**src/hdl/assert_macros.svh**
```systemverilog
// Assertion helper macros for the AES block cipher RTL.
`ifndef ASSERT_MACROS_SVH
`define ASSERT_MACROS_SVH
`ifndef NO_ASSERTIONS
`define ASSERT_IMPL(label, prop) \
  label: assert property (@(posedge clk_i) disable iff (!rst_ni) (prop)) else $error("assertion failed");
`define ASSERT_NEXT(label, ante, cons) \
  label: assert property (@(posedge clk_i) disable iff (!rst_ni) (ante) |=> (cons)) else $error("assertion failed");
`else
`define ASSERT_IMPL(label, prop)
`define ASSERT_NEXT(label, ante, cons)
`endif
`endif

```
**src/hdl/aes_pkg.sv**
```systemverilog
`timescale 1ns / 1ps
// ----------------------------------------------------------------------------
// AES package
// Types, constants and byte-level functions shared by the AES modules.
// ----------------------------------------------------------------------------
package aes_pkg;

  localparam int unsigned RkwDepth = 60;
  localparam int unsigned RkwAw    = 6;
  localparam int unsigned CfgIdxW  = 3;
  localparam int unsigned CfgDataW = 64;

  // register indexes
  localparam logic [CfgIdxW-1:0] RegKeySize = 3'd0;
  localparam logic [CfgIdxW-1:0] RegKey0    = 3'd1;
  localparam logic [CfgIdxW-1:0] RegKey1    = 3'd2;
  localparam logic [CfgIdxW-1:0] RegKey2    = 3'd3;
  localparam logic [CfgIdxW-1:0] RegKey3    = 3'd4;

  localparam logic [1:0] KeyInvalid = 2'd3;
  localparam logic       OpDecrypt  = 1'b1;

  typedef struct packed {
    logic        operation;
    logic [63:0] block_hi;
    logic [63:0] block_lo;
  } aes_in_t;

  typedef struct packed {
    logic [63:0] result_hi;
    logic [63:0] result_lo;
    logic        status;
  } aes_out_t;

  // controller to datapath
  typedef struct packed {
    logic       load;      // load state from input
    logic       ks_init;   // clear expansion counter
    logic       ks_step;   // advance key expansion by one step
    logic       rk_rd;     // issue round key read
    logic [1:0] rk_col;    // column of the round key being read
    logic [3:0] rk_round;  // round being read
    logic       rnd;       // run one round
    logic       last;      // final round (no mix)
    logic       first_ark; // add key only, no round functions
  } aes_ctrl_t;

  typedef struct packed {
    logic ks_done;
  } aes_stat_t;

  function automatic logic [7:0] xtime(input logic [7:0] b);
    xtime = {b[6:0], 1'b0} ^ (b[7] ? 8'h1b : 8'h00);
  endfunction

  function automatic logic [7:0] sbox(input logic [7:0] a);
    logic [7:0] t [256];
    t = '{
8'h63,8'h7c,8'h77,8'h7b,8'hf2,8'h6b,8'h6f,8'hc5,8'h30,8'h01,8'h67,8'h2b,8'hfe,8'hd7,8'hab,8'h76,
8'hca,8'h82,8'hc9,8'h7d,8'hfa,8'h59,8'h47,8'hf0,8'had,8'hd4,8'ha2,8'haf,8'h9c,8'ha4,8'h72,8'hc0,
8'hb7,8'hfd,8'h93,8'h26,8'h36,8'h3f,8'hf7,8'hcc,8'h34,8'ha5,8'he5,8'hf1,8'h71,8'hd8,8'h31,8'h15,
8'h04,8'hc7,8'h23,8'hc3,8'h18,8'h96,8'h05,8'h9a,8'h07,8'h12,8'h80,8'he2,8'heb,8'h27,8'hb2,8'h75,
8'h09,8'h83,8'h2c,8'h1a,8'h1b,8'h6e,8'h5a,8'ha0,8'h52,8'h3b,8'hd6,8'hb3,8'h29,8'he3,8'h2f,8'h84,
8'h53,8'hd1,8'h00,8'hed,8'h20,8'hfc,8'hb1,8'h5b,8'h6a,8'hcb,8'hbe,8'h39,8'h4a,8'h4c,8'h58,8'hcf,
8'hd0,8'hef,8'haa,8'hfb,8'h43,8'h4d,8'h33,8'h85,8'h45,8'hf9,8'h02,8'h7f,8'h50,8'h3c,8'h9f,8'ha8,
8'h51,8'ha3,8'h40,8'h8f,8'h92,8'h9d,8'h38,8'hf5,8'hbc,8'hb6,8'hda,8'h21,8'h10,8'hff,8'hf3,8'hd2,
8'hcd,8'h0c,8'h13,8'hec,8'h5f,8'h97,8'h44,8'h17,8'hc4,8'ha7,8'h7e,8'h3d,8'h64,8'h5d,8'h19,8'h73,
8'h60,8'h81,8'h4f,8'hdc,8'h22,8'h2a,8'h90,8'h88,8'h46,8'hee,8'hb8,8'h14,8'hde,8'h5e,8'h0b,8'hdb,
8'he0,8'h32,8'h3a,8'h0a,8'h49,8'h06,8'h24,8'h5c,8'hc2,8'hd3,8'hac,8'h62,8'h91,8'h95,8'he4,8'h79,
8'he7,8'hc8,8'h37,8'h6d,8'h8d,8'hd5,8'h4e,8'ha9,8'h6c,8'h56,8'hf4,8'hea,8'h65,8'h7a,8'hae,8'h08,
8'hba,8'h78,8'h25,8'h2e,8'h1c,8'ha6,8'hb4,8'hc6,8'he8,8'hdd,8'h74,8'h1f,8'h4b,8'hbd,8'h8b,8'h8a,
8'h70,8'h3e,8'hb5,8'h66,8'h48,8'h03,8'hf6,8'h0e,8'h61,8'h35,8'h57,8'hb9,8'h86,8'hc1,8'h1d,8'h9e,
8'he1,8'hf8,8'h98,8'h11,8'h69,8'hd9,8'h8e,8'h94,8'h9b,8'h1e,8'h87,8'he9,8'hce,8'h55,8'h28,8'hdf,
8'h8c,8'ha1,8'h89,8'h0d,8'hbf,8'he6,8'h42,8'h68,8'h41,8'h99,8'h2d,8'h0f,8'hb0,8'h54,8'hbb,8'h16};
    sbox = t[a];
  endfunction

  function automatic logic [7:0] inv_sbox(input logic [7:0] a);
    logic [7:0] t [256];
    t = '{
8'h52,8'h09,8'h6a,8'hd5,8'h30,8'h36,8'ha5,8'h38,8'hbf,8'h40,8'ha3,8'h9e,8'h81,8'hf3,8'hd7,8'hfb,
8'h7c,8'he3,8'h39,8'h82,8'h9b,8'h2f,8'hff,8'h87,8'h34,8'h8e,8'h43,8'h44,8'hc4,8'hde,8'he9,8'hcb,
8'h54,8'h7b,8'h94,8'h32,8'ha6,8'hc2,8'h23,8'h3d,8'hee,8'h4c,8'h95,8'h0b,8'h42,8'hfa,8'hc3,8'h4e,
8'h08,8'h2e,8'ha1,8'h66,8'h28,8'hd9,8'h24,8'hb2,8'h76,8'h5b,8'ha2,8'h49,8'h6d,8'h8b,8'hd1,8'h25,
8'h72,8'hf8,8'hf6,8'h64,8'h86,8'h68,8'h98,8'h16,8'hd4,8'ha4,8'h5c,8'hcc,8'h5d,8'h65,8'hb6,8'h92,
8'h6c,8'h70,8'h48,8'h50,8'hfd,8'hed,8'hb9,8'hda,8'h5e,8'h15,8'h46,8'h57,8'ha7,8'h8d,8'h9d,8'h84,
8'h90,8'hd8,8'hab,8'h00,8'h8c,8'hbc,8'hd3,8'h0a,8'hf7,8'he4,8'h58,8'h05,8'hb8,8'hb3,8'h45,8'h06,
8'hd0,8'h2c,8'h1e,8'h8f,8'hca,8'h3f,8'h0f,8'h02,8'hc1,8'haf,8'hbd,8'h03,8'h01,8'h13,8'h8a,8'h6b,
8'h3a,8'h91,8'h11,8'h41,8'h4f,8'h67,8'hdc,8'hea,8'h97,8'hf2,8'hcf,8'hce,8'hf0,8'hb4,8'he6,8'h73,
8'h96,8'hac,8'h74,8'h22,8'he7,8'had,8'h35,8'h85,8'he2,8'hf9,8'h37,8'he8,8'h1c,8'h75,8'hdf,8'h6e,
8'h47,8'hf1,8'h1a,8'h71,8'h1d,8'h29,8'hc5,8'h89,8'h6f,8'hb7,8'h62,8'h0e,8'haa,8'h18,8'hbe,8'h1b,
8'hfc,8'h56,8'h3e,8'h4b,8'hc6,8'hd2,8'h79,8'h20,8'h9a,8'hdb,8'hc0,8'hfe,8'h78,8'hcd,8'h5a,8'hf4,
8'h1f,8'hdd,8'ha8,8'h33,8'h88,8'h07,8'hc7,8'h31,8'hb1,8'h12,8'h10,8'h59,8'h27,8'h80,8'hec,8'h5f,
8'h60,8'h51,8'h7f,8'ha9,8'h19,8'hb5,8'h4a,8'h0d,8'h2d,8'he5,8'h7a,8'h9f,8'h93,8'hc9,8'h9c,8'hef,
8'ha0,8'he0,8'h3b,8'h4d,8'hae,8'h2a,8'hf5,8'hb0,8'hc8,8'heb,8'hbb,8'h3c,8'h83,8'h53,8'h99,8'h61,
8'h17,8'h2b,8'h04,8'h7e,8'hba,8'h77,8'hd6,8'h26,8'he1,8'h69,8'h14,8'h63,8'h55,8'h21,8'h0c,8'h7d};
    inv_sbox = t[a];
  endfunction

  function automatic logic [31:0] sub_word(input logic [31:0] w);
    sub_word = {sbox(w[31:24]), sbox(w[23:16]), sbox(w[15:8]), sbox(w[7:0])};
  endfunction

  // forward mix of one column, byte 0 in the top bits
  function automatic logic [31:0] mix_col(input logic [31:0] c);
    logic [7:0] a0, a1, a2, a3;
    a0 = c[31:24]; a1 = c[23:16]; a2 = c[15:8]; a3 = c[7:0];
    mix_col = {xtime(a0) ^ xtime(a1) ^ a1 ^ a2 ^ a3,
               a0 ^ xtime(a1) ^ xtime(a2) ^ a2 ^ a3,
               a0 ^ a1 ^ xtime(a2) ^ xtime(a3) ^ a3,
               xtime(a0) ^ a0 ^ a1 ^ a2 ^ xtime(a3)};
  endfunction

  // inverse mix: precondition with {5,0,4,0} then forward mix
  function automatic logic [31:0] inv_mix_col(input logic [31:0] c);
    logic [7:0] a0, a1, a2, a3, u, v;
    a0 = c[31:24]; a1 = c[23:16]; a2 = c[15:8]; a3 = c[7:0];
    u = xtime(xtime(a0 ^ a2));
    v = xtime(xtime(a1 ^ a3));
    inv_mix_col = mix_col({a0 ^ u, a1 ^ v, a2 ^ u, a3 ^ v});
  endfunction

endpackage

```
**src/hdl/aes_ctrl.sv**
```systemverilog
`timescale 1ns / 1ps
// ----------------------------------------------------------------------------
// AES controller
// Sequences key expansion, round key reads and rounds for one item.
// ----------------------------------------------------------------------------
module aes_ctrl (
  input  logic                clk_i,
  input  logic                rst_ni,
  input  logic                start,
  input  logic                op_i,
  input  logic [1:0]          key_size_i,
  input  logic                cfg_we_i,
  input  aes_pkg::aes_stat_t  stat_i,
  output aes_pkg::aes_ctrl_t  ctrl_o,
  output logic                busy,
  output logic                done_o,
  output logic                bad_key_o
);
  import aes_pkg::*;
  `include "assert_macros.svh"

  localparam logic [2:0] StIdle   = 3'd0;
  localparam logic [2:0] StExpand = 3'd1;
  localparam logic [2:0] StRead   = 3'd2;
  localparam logic [2:0] StRound  = 3'd3;
  localparam logic [2:0] StDone   = 3'd4;

  logic [2:0] state_q, state_d;
  logic       expanded_q, expanded_d;
  logic       op_q, op_d;
  logic [3:0] nr_q, nr_d;
  logic [3:0] step_q, step_d;  // number of rounds done
  logic [1:0] col_q, col_d;
  logic       bad_q, bad_d;
  logic [3:0] nr_new;

  assign nr_new = 4'd10 + {1'b0, key_size_i, 1'b0};

  // round whose key is being fetched
  logic [3:0] rd_round;
  always_comb begin
    if (op_q == OpDecrypt) rd_round = nr_q - step_q;
    else rd_round = step_q;
  end

  // next state
  always_comb begin
    state_d    = state_q;
    expanded_d = expanded_q;
    op_d       = op_q;
    nr_d       = nr_q;
    step_d     = step_q;
    col_d      = col_q;
    bad_d      = bad_q;
    ctrl_o     = '0;
    ctrl_o.rk_col   = col_q;
    ctrl_o.rk_round = rd_round;
    unique case (state_q)
      StIdle: begin
        if (start) begin
          op_d   = op_i;
          nr_d   = nr_new;
          step_d = '0;
          col_d  = '0;
          ctrl_o.load = 1'b1;
          if (key_size_i == KeyInvalid) begin
            bad_d   = 1'b1;
            state_d = StDone;
          end else begin
            bad_d = 1'b0;
            if (expanded_q) begin
              state_d = StRead;
            end else begin
              ctrl_o.ks_init = 1'b1;
              state_d = StExpand;
            end
          end
        end
      end
      StExpand: begin
        ctrl_o.ks_step = 1'b1;
        if (stat_i.ks_done) begin
          ctrl_o.ks_step = 1'b0;
          expanded_d = 1'b1;
          state_d    = StRead;
        end
      end
      StRead: begin
        // four words, one per cycle, into the key register
        ctrl_o.rk_rd = 1'b1;
        col_d = col_q + 2'd1;
        if (col_q == 2'd3) state_d = StRound;
      end
      StRound: begin
        // last key word lands this cycle; apply the round next edge
        ctrl_o.rnd       = 1'b1;
        ctrl_o.first_ark = (step_q == 4'd0);
        ctrl_o.last      = (step_q == nr_q);
        step_d = step_q + 4'd1;
        if (step_q == nr_q) state_d = StDone;
        else state_d = StRead;
      end
      StDone: begin
        state_d = StIdle;
      end
      default: state_d = StIdle;
    endcase
    if (cfg_we_i) expanded_d = 1'b0;
  end

  always_ff @(posedge clk_i or negedge rst_ni) begin
    if (!rst_ni) begin
      state_q    <= StIdle;
      expanded_q <= 1'b0;
      op_q       <= 1'b0;
      nr_q       <= '0;
      step_q     <= '0;
      col_q      <= '0;
      bad_q      <= 1'b0;
    end else begin
      state_q    <= state_d;
      expanded_q <= expanded_d;
      op_q       <= op_d;
      nr_q       <= nr_d;
      step_q     <= step_d;
      col_q      <= col_d;
      bad_q      <= bad_d;
    end
  end

  assign busy      = (state_q != StIdle);
  assign done_o    = (state_q == StDone);
  assign bad_key_o = bad_q;

  `ASSERT_NEXT(a_done_one, state_q == StDone, state_q == StIdle)
  `ASSERT_NEXT(a_cfg_clears, cfg_we_i, !expanded_q)
  `ASSERT_IMPL(a_round_range, !(state_q == StRound) || step_q <= nr_q)
endmodule

```
**config.mk**
```make
export PLATFORM = sky130hd
export DESIGN_NAME = aes_ctrl
export DESIGN_NICKNAME = d
export VERILOG_FILES = /design/src/hdl/aes_pkg.sv /design/src/hdl/aes_ctrl.sv
export VERILOG_INCLUDE_DIRS = /design/src /design/src/hdl
export SDC_FILE = /design/constraint.sdc
export NUM_CORES = 1
export LEC_CHECK = 0
export ABC_AREA = 1
export BUFFER_PORTS_ARGS = -buffer_cell sky130_fd_sc_hd__buf_2
export CORE_MARGIN = 2
export CORE_UTILIZATION = 52
export CTS_CLUSTER_DIAMETER = 200
export DETAILED_ROUTE_END_ITERATION = 16
export GPL_TIMING_DRIVEN = 0
export PLACE_DENSITY_LB_ADDON = 0.15
export SYNTH_ARGS = -nofsm -noshare
export SYNTH_HDL_FRONTEND = slang
export SYNTH_SLANG_ARGS = --single-unit
```
**constraint.sdc**
```tcl
create_clock -name clk_i -period 1.7 [get_ports clk_i]
set_input_delay 0.17 -clock clk_i [delete_from_list [all_inputs] [get_ports clk_i]]
set_output_delay 0.17 -clock clk_i [all_outputs]
set_load 0.02 [all_outputs]
```
After elaboration in Yosys (flattened, before gate mapping). Cells that the tools add are included.

Add/sub/neg operators: 4. Equal/unequal tests: 10. Multiplexer cells: 24. Reductions and logical operators: 12.

Operators by type and width (number): 3-bit two-way mux (6); 3-bit case mux with 4 select lines (1); 1-bit two-way mux (9); 2-bit two-way mux (4); 4-bit two-way mux (2); 4-bit case mux with 2 select lines (1); 2-bit AND reduction (4); 2-bit nonzero test (4); 3-bit by 2-bit equality test with 1-bit output, second input constant (2); 2-bit inequality test, second input constant (3); 4-bit by 1-bit adder with 4-bit output, second input constant (1); 4-bit by 3-bit adder with 4-bit output, first input constant (1); 2-bit equality test, second input constant (2); 4-bit equality test (1); 4-bit zero test (1); 2-bit case mux with 2 select lines (1); 4-bit subtractor (1); 3-bit by 1-bit equality test with 1-bit output, second input constant (1); 3-bit equality test, second input constant (1); 3-bit zero test (1); 3-bit AND reduction (1); 3-bit nonzero test (1); 2-bit by 1-bit adder with 2-bit output, second input constant (1).

Register bits after elaboration: 16. Input bits: 8. Output and inout bits: 16. Word-level logic and storage cells: 57.

Depth between registers and ports, before layout. Gate-level depths: netlist (run 1).

Word-level depth: 4. Depth in mapped cells: 9. Depth with buffers taken out: 9.

Worst setup path after synthesis (run 1). Ideal clock, no wire load.

Kind: register -> output. Start: reg step_q[0]. End: out ctrl_o[5] in the netlist's numbering. Arrival time: 1502 ps. Data required time: 1530 ps. Slack: 28 ps. Stages on the path, launching flop included: 4. Buffers on the path: 0. Cells stage by stage: dfrtp_1 > fa_1 > xor2_1 > o21ai_0.

RTL lines: start: declaration (RTL line aes_ctrl.sv:32) `logic [3:0] step_q, step_d;`; start signal: assignment (RTL line aes_ctrl.sv:125) `step_q <= step_d;`; end: declaration (RTL line aes_ctrl.sv:14) `output aes_pkg::aes_ctrl_t ctrl_o,`.

==> run metrics, run 1 <==
worst-path maximum fanout=3; post-route setup slack=-137 ps; Fmax=approximately 540 MHz; Worst setup SP type=register; initial core utilization=53.6%; CTS Root Cell=clkbuf_4; Mapped Avg Cell Area=between 8 and 9 um2; share of power burned in the clock network=under 10%; Core ar.=around 1900 um2; static leakage=0.000713 uW; dpl ws=-26.6 ps; post-DR vias/cell=roughly 5; die width=48.3 um; Num CTS Buffers=3; htree depth=1; synth unique cells=26; Largest stage delay, worst path=between 400 and 500 ps; row count=16; worst-path cell chain=ha_4 > ha_4 > nand2_1 > nand3b_1 > nor2_1 > buf_4; status=finished with violations; Synth Warn #=0; pin count of the biggest net entering global routing=16; CTS clock-pin slew for the worst setup and hold paths=100 ps; fin area=1320 um2; Ports=24; clk sink count=15; ys flop type=dfrtp_1; Area Growth Syn to Fin=29.7%; Slew @ Worst Pin=about 340 ps; Internal Pwr Total=~1400 uW; most frequent cells in the layout=nand2_1, buf_2, inv_1; CTS Buffer Depth=2; initial antenna violation count=0; sw power=~1400 uW; RSZ-0062 raised after global routing=yes; pwr dens=between 2000 and 2500 nW/um2; Post-synth EDFFs=0; worst skew pair latency=around 300 ps; Core Util, Final=between 60% and 70%; first-pass GRT wire length=3460 um; cell mode on critical path=ha_4; worst path arrival time=1670 ps; DP Area=1170 um2; Worst Skew=10.6 ps; 1st-pass router iterations=4; flops & latches, synth=15; relative slew slack=between 70 and 80%; post-synthesis sequential area ratio=36.9%; filler instances=163; drt wl/cell=11.9 um; share of layout cells above drive strength 1=approximately 41%; critical path type=register to primary output; synthesized area=approximately 1000 um2; Comb power frac=68.0%; Slowest-stage cell, CP=dfrtp_1; Die ar.=2330 um2; delay-heaviest family, CP=flip-flops; gp weighted congestion=between 0.8 and 0.9; global-route congestion overflow total=0; switching share of power=between 50% and 60%; final hold vios=0; Tightest Hold Check Type=primary input to register; CP required=between 1500 and 2000 ps; drt drc=0; Post-synth ARST share=between 90% and 100%; min Tclk post-route=between 1500 and 2000 ps; Post-Synthesis Cells=around 120; Pins Over Slew Limit=0; CP endpoint kind=primary output; GRT Total Usage=a little over a fifth; Synth Net Count=~140; Seq pwr share=around 24%; DP HPWL=approximately 1600 um; WL final=2190 um; Nets=around 170; Buf+Inv Stages, Crit Path=1; failing checks=negative setup slack; Vias=897; most common cell after layout, fill and taps aside=nand2_1; max cap viols=0; initial DRC count=14; peak supply drop=between 1 and 1.5 mV; final setup violation count=4; vias in the first global route=between 700 and 800; TritonCTS clock tree=yes; DIE HEIGHT=48.3 um; post-route ant nets=0; Ant. Diodes=0; final critical-path share of the clock period=108%; port bufs=23
[path summary, 6_finish.rpt]
check / endpoint / slack, ps / from / cells after the start
max reg2reg: state_q[2] / 230 / nr_q[1] / 7
min reg2reg: bad_key_o / 500 / bad_key_o / 1
max: ctrl_o[1] / -140 / nr_q[1] / 6
max in group asynchronous: state_q[1] / 1120 / rst_ni / 2
min in group asynchronous: step_q[2] / 300 / rst_ni / 2
min: expanded_q / 20 / cfg_we_i / 2
[final cells by class]
cell class	instances	area (um2)	area share [%]
well taps	27	33.8	2.56
inverters	19	78.8	5.97
repair buffers	30	188	14.2
clock buffers	3	22.5	1.70
plain buffers	1	7.51	0.568
multi-input cells	88	607	45.9
clock inverters	1	5.00	0.379
flip-flops and latches	15	379	28.7
[metrics by stage]
| stage | total power, uW | hold WS (ps) | instances | setup TNS [ps] |
|---|---|---|---|---|
| floorplan | 1870 | -126 | 123 | 0 |
| global placement | 2200 | 96.8 | 173 | 0 |
| detailed placement | 2260 | 96.0 | 173 | -26.6 |
| CTS | 2760 | 22.6 | 183 | -317 |
| global route | 3100 | 28.3 | 184 | -646 |
| finish | 2830 | 20.9 | 184 | -308 |
[routing by layer]
| metal | GRT usage [%] | vias up | part of all wire [%] |
|---|---|---|---|
| li1 | - | 464 | - |
| met1 | 28.9 | 397 | 47 |
| met2 | 34.7 | 31 | 47 |
| met3 | 2.22 | 5 | 4.7 |
| met4 | 10.3 | 0 | 2.0 |
| met5 | 0 | - | 0 |
[logic make-up (layout without fill, tap and decap cells)]
| logic type | after synthesis | count (layout) | synth area share, % |
|---|---|---|---|
| AOI/OAI and AO/OA | 14 | 14 | 9.34 |
| xor gates and xnor gates | 2 | 2 | 1.72 |
| adders and majority gates | 8 | 8 | 10.6 |
| buffers and inverters | 20 | 54 | 8.23 |
| DFF | 15 | 15 | 36.9 |
| and+or+nand+nor | 64 | 64 | 33.3 |
[cell usage after synthesis, types with 2 or more instances]
cell	instances	share of area [%]
nand3b_1	2	1.5
dfrtp_1	15	37
nand2_1	35	13
ha_1	7	8.6
inv_1	16	5.9
inv_2	2	0.74
a21oi_1	2	0.98
o21ai_0	5	2.5
o21ai_2	6	5.2
nand3_1	10	4.9
nor2_1	6	2.2
nor2_2	2	1.2
xor2_1	2	1.7
[registers in the layout (all words and copies together), names as in the netlist]
name and count:
step_q 4, nr_q 3, state_q 3, col_q 2, bad_key_o 1, expanded_q 1, op_q 1
[power groups by stage]
| stage | Sequential [uW] | Clock, uW | Combinational (uW) |
|---|---|---|---|
| final | 690 | 218 | 1920 |
| after global routing | 709 | 233 | 2160 |
| after CTS | 685 | 217 | 1860 |
| after detailed placement | 689 | 0 | 1570 |
| after global placement | 681 | 0 | 1520 |
| after floorplan | 694 | 0 | 1170 |
[repair_timing]
action                     4_1_cts  5_1_grt
hold buffers                     1        0
setup endpoints to repair        4        5
gates resized for setup         19        3
pin swaps                        7        5
buffers inserted                 5        1
hold endpoints to repair        15        0
gates cloned                     0        0
Power figures use the tool's default switching activity.
==> run 2, diff against run 1 <==
--- a/config.mk
+++ b/config.mk
@@ -9,7 +9,7 @@
 export ABC_AREA = 1
-export BUFFER_PORTS_ARGS = -buffer_cell sky130_fd_sc_hd__buf_2
 export CORE_MARGIN = 2
-export CORE_UTILIZATION = 52
+export CORE_UTILIZATION = 55
 export CTS_CLUSTER_DIAMETER = 200
 export DETAILED_ROUTE_END_ITERATION = 16
+export DONT_BUFFER_PORTS = 1
 export GPL_TIMING_DRIVEN = 0
==> constraint.sdc (replaced) <==
create_clock -name clk_i -period 1.7 [get_ports clk_i]
set_input_delay 0.085 -clock clk_i [delete_from_list [all_inputs] [get_ports clk_i]]
set_output_delay 0.085 -clock clk_i [all_outputs]
set_load 0.02 [all_outputs]
==> run metrics, run 2 (synthesis results as in run 1) <==
worst r2r dst=state_q[2]; share of power burned in the clock network=7.5% (-0.2 points); RR Startpoint=step_q[1]; 1st-pass router iterations=4 (unchanged); CTS clock-pin slew for the worst setup and hold paths=90 ps (about the same); Tot Pwr=2640 uW (-6.7%); Seq pwr share=27.4% (+3.0 points); CTS Root Cell=clkbuf_4; share of layout cells above drive strength 1=30.4% (-10 points); die width=47.0 um (-2.5%); htree depth=1 (unchanged); status=finished with violations; Fmax=575 MHz (+5.6%); final hold vios=0 (unchanged); CP endpoint kind=primary output; switching share of power=52.5% (+2.3 points); post-route ant nets=0 (unchanged); Slew @ Worst Pin=670 ps (+334 ps); sw power=1390 uW (-2.4%); final critical-path share of the clock period=102% (-5.7 points); Internal Pwr Total=1260 uW (-11%); drt wl/cell=12.4 um (+4.5%); DP HPWL=1500 um (-3.2%); relative slew slack=55.2% (-22 points); port bufs=0 (-100%); Ant. Diodes=0 (unchanged); critical path depth=6 (unchanged); critical path type=register to primary output; Worst setup SP type=register; row count=15 (-1); worst skew pair latency=270 ps (-30 ps); max cap viols=0 (unchanged); Pins Over Slew Limit=0 (unchanged); pin count of the biggest net entering global routing=16 (unchanged); clk sink count=15 (unchanged); top layer in use=met4; Min Hold Slack=27.0 ps (+6.01 ps); Ports=24 (unchanged); Worst setup startpoint=step_q[1]; gp weighted congestion=0.780 (-9.1%); routed wl met3=67 um (-35%); Largest register FFs=4 (unchanged); initial antenna violation count=0 (unchanged); Largest stage delay, worst path=400 ps (-40 ps); R2R setup slack=60 ps (-170 ps); worst-path cell chain=inv_2 > ha_4 > ha_4 > nand2_2 > nand3b_1 > nor2_4; post-route setup slack=-39.1 ps (+97.4 ps); CP required=1620 ps (+90 ps); TritonCTS clock tree=yes; Buf+Inv Stages, Crit Path=1 (unchanged); Num CTS Buffers=3 (unchanged); peak supply drop=1.16 mV (-4.0%); GRT Total Usage=21.0% (-0.54 points); Worst Skew=4.29 ps (-6.26 ps); initial core utilization=59.0% (+5.4 points); most common cell after layout, fill and taps aside=nand2_1; first-pass GRT wire length=3240 um (-6.4%); Comb power frac=65.1% (-2.9 points); pwr dens=2130 nW/um2 (-0.81%); Top reg by flops=step_q; WL final=2030 um (-7.4%); initial DRC count=10 (-4); R2R cell count=9 (+2); Area Growth Syn to Fin=22.0%; CTS Buffer Depth=2 (unchanged); failing checks=negative setup slack; end point of the critical path=ctrl_o[1]; post-DR vias/cell=5.04 (+3.4%); min Tclk post-route=1740 ps (-97.4 ps); Die ar.=2210 um2 (-5.0%); delay-heaviest family, CP=simple AND/OR/NAND/NOR gates; final setup violation count=1 (-3); Slowest-stage cell, CP=dfrtp_1; global-route congestion overflow total=0 (unchanged); Core ar.=1730 um2 (-9.2%); worst-path maximum fanout=3 (unchanged); Vias=822 (-8.4%); worst path arrival time=1650 ps (-20 ps); drt drc=0 (unchanged); RSZ-0062 raised after global routing=yes; biggest regs=step_q: 4 flops, nr_q: 3 flops, state_q: 3 flops; Met1 Wirelength=806 um (-21%); static leakage=0.000626 uW (-12%); Nets=155 (-11%); met2 WL post-DR=1140 um (+12%); DIE HEIGHT=47.0 um (-2.5%); cell mode on critical path=ha_4; Tightest Hold Check Type=primary input to register; most frequent cells in the layout=nand2_1, dfrtp_1, inv_1; vias in the first global route=789 (-0.13%)
## run 2: cell types whose count changed in the layout (fill, tap and decap cells not counted), sizes merged
cell | before | now
dlygate4sd3 | 1 | 5
clkinv | 1 | 0
clkbuf | 3 | 4
buf | 30 | 7
## run 2: how the worst min path moves through the flow
stage                  startpoint          to  slack, ps  cells past startpoint
global placement           rst_ni  state_q[0]       -210                      0
floorplan                  rst_ni   bad_key_o       -210                      0
detailed placement         rst_ni  state_q[0]       -210                      0
finish                     stat_i  state_q[0]         30                      2
CTS                        stat_i  state_q[0]         30                      2
global route        key_size_i[1]     nr_q[2]         40                      3
## run 2: metrics by stage
stage	area [um2]	TNS [ps]	utilization (%)	setup slack, ps	std cells
after floorplan	1020	0	-	113	123
after global placement	1050	0	60.8	37.5	148
after detailed placement	1050	-27.6	60.8	-27.6	148
after CTS	1200	-75.4	69.6	-49.8	161
after global routing	1240	-120	72.0	-92.7	163
final	1240	-39.1	72.0	-39.1	163
## run 2: power by group through the flow
stage / Sequential (uW) / Combinational (uW) / Clock [uW]
floorplan: 694 / 1170 / 0
global placement: 721 / 1320 / 0
detailed placement: 733 / 1360 / 0
CTS: 716 / 1590 / 205
global route: 747 / 1920 / 218
finish: 724 / 1720 / 199
## run 2: per-layer routing
metal / track usage, % / vias to the layer above
met2: 40.3 / 17
met3: 3.08 / 2
met5: 0 / -
met4: 6.67 / 0
li1: - / 421
met1: 23.7 / 382
## run 2: cell type report
cell class	instances	area, um2
repair buffers	11	95.1
clock buffers	4	26.3
multi-input cells	88	631
fillers	141	484
well taps	25	31.3
inverters	19	76.3
plain buffers	1	7.51
flip-flops and latches	15	375
## run 2: worst register-to-register path, delay by kind of cell (launching register included)
kind | cells | cell delay, ps
AND/OR/NAND/NOR | 3 | 350
flip-flops | 1 | 400
AO/OA/AOI/OAI | 1 | 100
buffers and inverters | 3 | 330
adder cells (fa/ha/maj) | 2 | 400
## run 2: what timing repair did
item | CTS | global route
buffers inserted | 4 | 2
hold buffers | 5 | 0
hold endpoints to repair | 18 | 0
gates cloned | 0 | 0
gates resized for setup | 12 | 8
pin swaps | 3 | 2
endpoints found under the setup margin | 4 | 5
